**config.mk**
```make
export PLATFORM = sky130hd
export DESIGN_NAME = comment_blanking_filter
export DESIGN_NICKNAME = d
export VERILOG_FILES = /design/src/rtl/cbf_pkg.sv /design/src/rtl/cbf_front.sv /design/src/rtl/cbf_queue.sv /design/src/rtl/comment_blanking_filter.sv
export VERILOG_INCLUDE_DIRS = /design/src /design/src/rtl
export SDC_FILE = /design/constraint.sdc
export NUM_CORES = 1
export LEC_CHECK = 0
export BUFFER_PORTS_ARGS = -buffer_cell sky130_fd_sc_hd__buf_2
export CAP_MARGIN = 20
export CORE_ASPECT_RATIO = 0.5
export CORE_UTILIZATION = 25
export DETAILED_ROUTE_END_ITERATION = 6
export GPL_TIMING_DRIVEN = 1
export PLACE_DENSITY = 0.4
export SLEW_MARGIN = 20
export SYNTH_ARGS = -nofsm -noshare
export SYNTH_HDL_FRONTEND = slang
export SYNTH_HIERARCHICAL = 1
export SYNTH_SLANG_ARGS = --single-unit
```
**constraint.sdc**
```tcl
create_clock -name clock -period 4.1 [get_ports clock]
set_input_delay 0.41 -clock clock [delete_from_list [all_inputs] [get_ports clock]]
set_output_delay 0.41 -clock clock [all_outputs]
set_load 0.05 [all_outputs]
```
**src/rtl/comment_blanking_filter_macros.svh**
```systemverilog
// assertion macros for the comment blanking filter
`ifndef COMMENT_BLANKING_FILTER_MACROS_SVH
`define COMMENT_BLANKING_FILTER_MACROS_SVH

// antecedent in this cycle implies consequent in the next cycle
`define CBF_ASSERT_NEXT(name, clk, rst, ante, cons) \
   name: assert property (@(posedge clk) disable iff (rst) (ante) |=> (cons)) \
      else $error("cbf check failed");

// antecedent implies consequent in the same cycle
`define CBF_ASSERT_SAME(name, clk, rst, ante, cons) \
   name: assert property (@(posedge clk) disable iff (rst) (ante) |-> (cons)) \
      else $error("cbf check failed");

`endif

```
**src/rtl/cbf_pkg.sv**
```systemverilog
// shared types and character constants for the comment blanking filter
package cbf_pkg;

   localparam logic [7:0] CH_SLASH = 8'h2F;
   localparam logic [7:0] CH_HASH  = 8'h23;
   localparam logic [7:0] CH_STAR  = 8'h2A;
   localparam logic [7:0] CH_SPACE = 8'h20;
   localparam logic [7:0] CH_QUOTE = 8'h22;
   localparam logic [7:0] CH_BSL   = 8'h5C;
   localparam logic [7:0] CH_CR    = 8'h0D;
   localparam logic [7:0] CH_LF    = 8'h0A;
   localparam logic [7:0] CH_TAB   = 8'h09;

   // result bytes produced by one accepted input beat
   typedef struct packed {
      logic [1:0] num;
      logic [7:0] char0;
      logic [7:0] char1;
   } cbf_push_type;

   // one queued result beat
   typedef struct packed {
      logic [7:0] out_char;
      logic       last;
   } cbf_entry_type;

   // queue status seen by the front end
   typedef struct packed {
      logic room2;
      logic empty;
   } cbf_qstat_type;

endpackage

```
**src/rtl/cbf_front.sv**
```systemverilog
// front end: accepts text beats, runs the lexer and classifies result bytes
module cbf_front (
   input  logic                   clock,
   input  logic                   reset,
   input  logic                   req_valid,
   output logic                   req_ready,
   input  logic [7:0]             req_ch,
   input  logic                   req_first,
   input  cbf_pkg::cbf_qstat_type qstat,
   output cbf_pkg::cbf_push_type  push
);
   import cbf_pkg::*;

   typedef enum logic [2:0] {
      ST_START      = 3'd0,
      ST_SLASH      = 3'd1,
      ST_LINE       = 3'd2,
      ST_BLOCK      = 3'd3,
      ST_BLOCK_STAR = 3'd4,
      ST_QUOTE      = 3'd5,
      ST_ESCAPE     = 3'd6
   } lex_state_type;

   lex_state_type state_ff, state_in, cur_state;
   logic          cmt_ff, cmt_in, cur_cmt;
   logic          sw_emit, pass, pass_emit, fire;
   logic [7:0]    sw_char, pass_char;

   assign req_ready = qstat.room2;
   assign fire      = req_valid & req_ready;

   always_comb begin
      cur_state = req_first ? ST_START : state_ff;
      cur_cmt   = req_first ? 1'b0 : cmt_ff;
      state_in  = cur_state;
      cmt_in    = cur_cmt;
      sw_emit   = 1'b0;
      sw_char   = CH_SPACE;
      pass      = 1'b1;
      case (cur_state)
         ST_SLASH: begin
            if (req_ch == CH_SLASH) begin
               cmt_in   = 1'b1;
               sw_emit  = 1'b1;
               state_in = ST_LINE;
            end else if (req_ch == CH_STAR) begin
               cmt_in   = 1'b1;
               sw_emit  = 1'b1;
               state_in = ST_BLOCK;
            end else begin
               sw_emit  = 1'b1;
               sw_char  = CH_SLASH;
               state_in = ST_START;
            end
         end
         ST_LINE: begin
            if (req_ch == CH_CR || req_ch == CH_LF) begin
               cmt_in   = 1'b0;
               state_in = ST_START;
            end
         end
         ST_BLOCK: begin
            if (req_ch == CH_STAR) state_in = ST_BLOCK_STAR;
         end
         ST_BLOCK_STAR: begin
            if (req_ch == CH_SLASH) begin
               cmt_in   = 1'b0;
               sw_emit  = 1'b1;
               state_in = ST_START;
               pass     = 1'b0;
            end else if (req_ch != CH_STAR) begin
               state_in = ST_BLOCK;
            end
         end
         ST_QUOTE: begin
            if (req_ch == CH_QUOTE) state_in = ST_START;
            else if (req_ch == CH_BSL) state_in = ST_ESCAPE;
         end
         ST_ESCAPE: begin
            state_in = ST_QUOTE;
         end
         default: begin
            // normal text, also the unused code
            if (req_ch == CH_SLASH) begin
               state_in = ST_SLASH;
               pass     = 1'b0;
            end else if (req_ch == CH_HASH) begin
               cmt_in   = 1'b1;
               state_in = ST_LINE;
            end else if (req_ch == CH_QUOTE) begin
               state_in = ST_QUOTE;
            end else begin
               state_in = ST_START;
            end
         end
      endcase

      pass_emit = pass & (req_ch != CH_CR);
      if (cmt_in && !(req_ch inside {CH_CR, CH_LF, CH_SPACE, CH_TAB}))
         pass_char = CH_SPACE;
      else
         pass_char = req_ch;
   end

   always_comb begin
      push.num   = fire ? ({1'b0, sw_emit} + {1'b0, pass_emit}) : 2'd0;
      push.char0 = sw_emit ? sw_char : pass_char;
      push.char1 = pass_char;
   end

   always_ff @(posedge clock) begin
      if (reset) begin
         state_ff <= ST_START;
         cmt_ff   <= 1'b0;
      end else if (fire) begin
         state_ff <= state_in;
         cmt_ff   <= cmt_in;
      end
   end

endmodule

```
**src/rtl/cbf_queue.sv**
```systemverilog
// back end: result queue taking up to two bytes a cycle, delivering one
module cbf_queue #(
   parameter int DEPTH = 4
) (
   input  logic                          clock,
   input  logic                          reset,
   input  cbf_pkg::cbf_push_type         push,
   output cbf_pkg::cbf_qstat_type        qstat,
   output logic [$clog2(DEPTH+1)-1:0]    count,
   output logic                          rsp_valid,
   input  logic                          rsp_ready,
   output logic [7:0]                    rsp_out_char,
   output logic                          rsp_last
);
   import cbf_pkg::*;

   localparam int PTR_W = $clog2(DEPTH);
   localparam int CNT_W = $clog2(DEPTH+1);

   cbf_entry_type    mem [DEPTH];
   logic [PTR_W-1:0] wr_ff, wr_in, rd_ff, rd_in;
   logic [CNT_W-1:0] cnt_ff, cnt_in;
   logic             pop;

   assign pop          = rsp_valid & rsp_ready;
   assign rsp_valid    = (cnt_ff != '0);
   assign rsp_out_char = mem[rd_ff].out_char;
   assign rsp_last     = mem[rd_ff].last;
   assign count        = cnt_ff;
   assign qstat.room2  = (cnt_ff <= CNT_W'(DEPTH - 2));
   assign qstat.empty  = (cnt_ff == '0);

   always_comb begin
      wr_in  = wr_ff + PTR_W'(push.num);
      rd_in  = rd_ff + PTR_W'(pop);
      cnt_in = cnt_ff + CNT_W'(push.num) - CNT_W'(pop);
   end

   always_ff @(posedge clock) begin
      if (reset) begin
         wr_ff  <= '0;
         rd_ff  <= '0;
         cnt_ff <= '0;
      end else begin
         wr_ff  <= wr_in;
         rd_ff  <= rd_in;
         cnt_ff <= cnt_in;
      end
   end

   always_ff @(posedge clock) begin
      if (push.num != 2'd0) begin
         mem[wr_ff] <= '{out_char: push.char0, last: (push.num == 2'd1)};
      end
      if (push.num == 2'd2) begin
         mem[wr_ff + PTR_W'(1)] <= '{out_char: push.char1, last: 1'b1};
      end
   end

endmodule

```
**src/rtl/comment_blanking_filter.sv**
```systemverilog
// top level of the comment blanking filter
//
// req channel: one text byte per beat (req_ch) with req_first marking the
//   start of a new text; the lexer state is cleared before that byte
// rsp channel: zero, one or two bytes per input beat; rsp_last marks the
//   final byte caused by an input beat
// a held slash gives no byte until the next input decides what it was
// result bytes are written into the result queue on the accepted beat and offered in order
// throughput: one input beat per cycle while req_ready is high; the output
//   side moves one byte per cycle while rsp_ready is high, so the second byte
//   of an item with two results waits in the result queue
// req_ready drops while the queue has room for fewer than two bytes
// a stalled receiver fills the queue, then stalls the sender; nothing is
//   lost or repeated
// reset: synchronous, clears lexer state and empties the queue
// a slash pending at end of text is dropped by the next req_first
module comment_blanking_filter #(
   parameter int DEPTH = 4   // result queue entries, power of two, >= 2
) (
   input  logic       clock,
   input  logic       reset,
   input  logic       req_valid,
   output logic       req_ready,
   input  logic [7:0] req_ch,
   input  logic       req_first,
   output logic       rsp_valid,
   input  logic       rsp_ready,
   output logic [7:0] rsp_out_char,
   output logic       rsp_last
);
   import cbf_pkg::*;

   `include "comment_blanking_filter_macros.svh"

   localparam int CNT_W = $clog2(DEPTH+1);

   cbf_push_type     push;
   cbf_qstat_type    qstat;
   logic [CNT_W-1:0] q_count;

   // front end: lexer and classification
   cbf_front u_front (
      .clock     (clock),
      .reset     (reset),
      .req_valid (req_valid),
      .req_ready (req_ready),
      .req_ch    (req_ch),
      .req_first (req_first),
      .qstat     (qstat),
      .push      (push)
   );

   // back end: result queue driving the rsp channel
   cbf_queue #(.DEPTH(DEPTH)) u_queue (
      .clock        (clock),
      .reset        (reset),
      .push         (push),
      .qstat        (qstat),
      .count        (q_count),
      .rsp_valid    (rsp_valid),
      .rsp_ready    (rsp_ready),
      .rsp_out_char (rsp_out_char),
      .rsp_last     (rsp_last)
   );

   // queue never holds more than its depth
   `CBF_ASSERT_SAME(a_count_bound, clock, reset, 1'b1, q_count <= CNT_W'(DEPTH))
   // fill level follows pushes and pops exactly
   `CBF_ASSERT_NEXT(a_count_track, clock, reset, 1'b1, q_count == $past(q_count) + CNT_W'($past(push.num)) - CNT_W'($past(rsp_valid & rsp_ready)))
   // pushes only happen on accepted beats
   `CBF_ASSERT_SAME(a_push_on_accept, clock, reset, push.num != 2'd0, req_valid && req_ready)
   // empty queue with no push stays silent
   `CBF_ASSERT_NEXT(a_no_invent, clock, reset, qstat.empty && push.num == 2'd0, !rsp_valid)

endmodule
```
==> run summary <==
number of global-route vias before repair: 2632
Routed WL per cell: 17.9 um
skew final: 0.00674 ns
cells after synthesis: 332
final hold vios: 0
Worst Hold Launch: reset
crit path kind: flop to flop
Startpoint Class: flop
Worst R2R End: u_queue/mem[0][3]
CTS buffer count: 5
worst-margin pin slew: 0.866 ns
crit end category: flop
R2R Setup Slk: 0.60 ns
via/cell ratio: 5.47
yosys warns: 6
GRT overflow: 0
Nets: 359
Worst EP arrival: 3.45 ns
# clock sinks: 47
Avg Inst Size Synth: 10.1 um^2
Max Root-Sink Buffers: 2
first-pass GRT wire length: 14.8 mm
total wire length: 9.18 mm
core box area: 12800 um^2
post-route minimum period: 3.50 ns
DRT iter0 DRCs: 359
Max-Cap Viols: 0
Fmax achieved: 286 MHz
Min-Delay Path Class: input port to flop
CTS tree: yes
violated checks: design-rule violations
PwrDens: 560 nW/um^2
Vias: 2802
Worst-Skew Late Latency: 0.29 ns
RSZ-0062 raised after global routing: false
Hold EP: u_queue/rd_ff[0]
Worst R2R Start: u_front/state_ff[2]
Worst VDD drop: 0.000227 V
gpl congestion: 0.877
antenna-violating nets left: 0
max_slew headroom: 42.2%
largest net degree at the start of global routing: 28
cell row count: 29
post-synth net total: 350
CTS H-Tree Depth: 2
Tcrit/Tclk final: 85.4%
leakage: 1.23 nW
Slew Limit Fails: 0
endpoints failing setup: 0
CTS hold repair buffers: 0
port buffer count: 23
antenna diode count: 0
crit-path max FO: 15
Clk Tree Root Cell: clkbuf_16
CTS clk-pin slew, worst paths: 0.07 ns
TritonRoute pass-1 iters: 7
Die X: 166 um
area grow syn2layout: 11.8%
Die Span Y: 83.8 um
Syn Std Cell Area: 3340 um^2
fraction of layout cells with a size suffix above 1: 21.6%
io pins: 24
Tot GR Track Use: 13.8%
status: complete, but fails checks
worst endpoint required time: 4.05 ns
Die ar.: 13900 um^2
Initial Utilization: 26.0%
HPWL Detailed: 6.88 mm
Hold Worst Slack: 0.438 ns
reg2reg path depth: 9
setup bufs post-CTS: 0
PostCTS Resize Cnt: 0
Fin Setup TNS: 0 ns
initial antenna violation count: 0
cell count of the worst hold path: 2
Remaining DRCs: 6
[power breakdown]
| group | total, mW | switching [mW] | internal, mW |
|---|---|---|---|
| clock network | 0.486 | 0.179 | 0.307 |
| registers | 0.710 | 0.116 | 0.594 |
| logic | 0.895 | 0.591 | 0.304 |
[area by class of cell]
type	count	area (um^2)
clock buffers	6	139
repair buffers	29	160
multi-input cells	249	1890
clock inverters	2	38.8
well taps	170	213
inverters	9	33.8
fillers	1335	9110
flip-flops and latches	47	1260
[placed cells by master (no fill, tap or decap), types with 3 or more instances in the layout]
master / count
o311ai_0: 3
a31oi_1: 5
xnor2_1: 4
a21boi_2: 7
nor2b_1: 5
o211ai_1: 16
o221ai_1: 3
and3_1: 3
edfxtp_1: 32
o22ai_1: 24
o31ai_1: 3
dfxtp_1: 15
buf_2: 23
nor2_1: 13
nand3_1: 13
nor4bb_1: 3
a21oi_1: 9
mux4_2: 9
a211o_1: 4
ha_1: 4
buf_4: 6
clkbuf_16: 5
a22oi_1: 16
nand2_1: 41
nand2b_1: 5
a21oi_2: 3
inv_1: 8
o21ai_0: 6
[worst max path at each step]
stage | from | to | slack [ns] | depth (start not counted)
detailed placement | u_front/state_ff[2] | u_queue/mem[0][1] | 0.62 | 9
global placement | u_front/state_ff[2] | u_queue/mem[0][3] | 0.71 | 9
global route | u_front/state_ff[2] | u_queue/mem[0][3] | 0.28 | 9
finish | u_front/state_ff[2] | u_queue/mem[0][3] | 0.60 | 9
CTS | u_front/state_ff[2] | u_queue/mem[0][2] | 0.62 | 9
floorplan | req_first | u_queue/mem[2][1] | 1.07 | 11
[per-stage QoR]
stage,cells,total power [mW],cell area [um^2],setup slack [ns],util [%]
finish,512,2.09,3730,0.600,29.1
global route,512,2.21,3730,0.283,29.1
CTS,512,2.11,3730,0.621,29.1
detailed placement,504,1.61,3560,0.615,27.7
global placement,504,1.61,3560,0.712,27.7
floorplan,332,1.43,3340,1.07,-
[critical path, cell delays in order (launching register included)]
cell	delay (ns)
dfxtp_1	0.69
or4b_1	0.49
nor4_1	0.18
nor2_1	0.22
inv_1	0.14
ha_1	0.23
and3_1	0.32
and3b_1	0.44
o21ai_0	0.12
nand2_1	0.34
[layer usage]
metal	vias to the layer above	wire (um)	share of wire [%]	track usage [%]
met1	1356	4390	48	19.2
met4	0	70	0.76	2.98
met2	107	4200	46	21.9
met5	-	0	0	0
li1	1328	-	-	-
met3	11	513	5.6	2.73
[registers in the layout (all words and copies together) (netlist names)]
name / cells
u_queue/mem: 36
u_front/state_ff: 3
u_queue/count: 3
u_queue/rd_ff: 2
u_queue/wr_ff: 2
u_front/cmt_ff: 1
No activity file was read; power rests on OpenSTA's default activity.
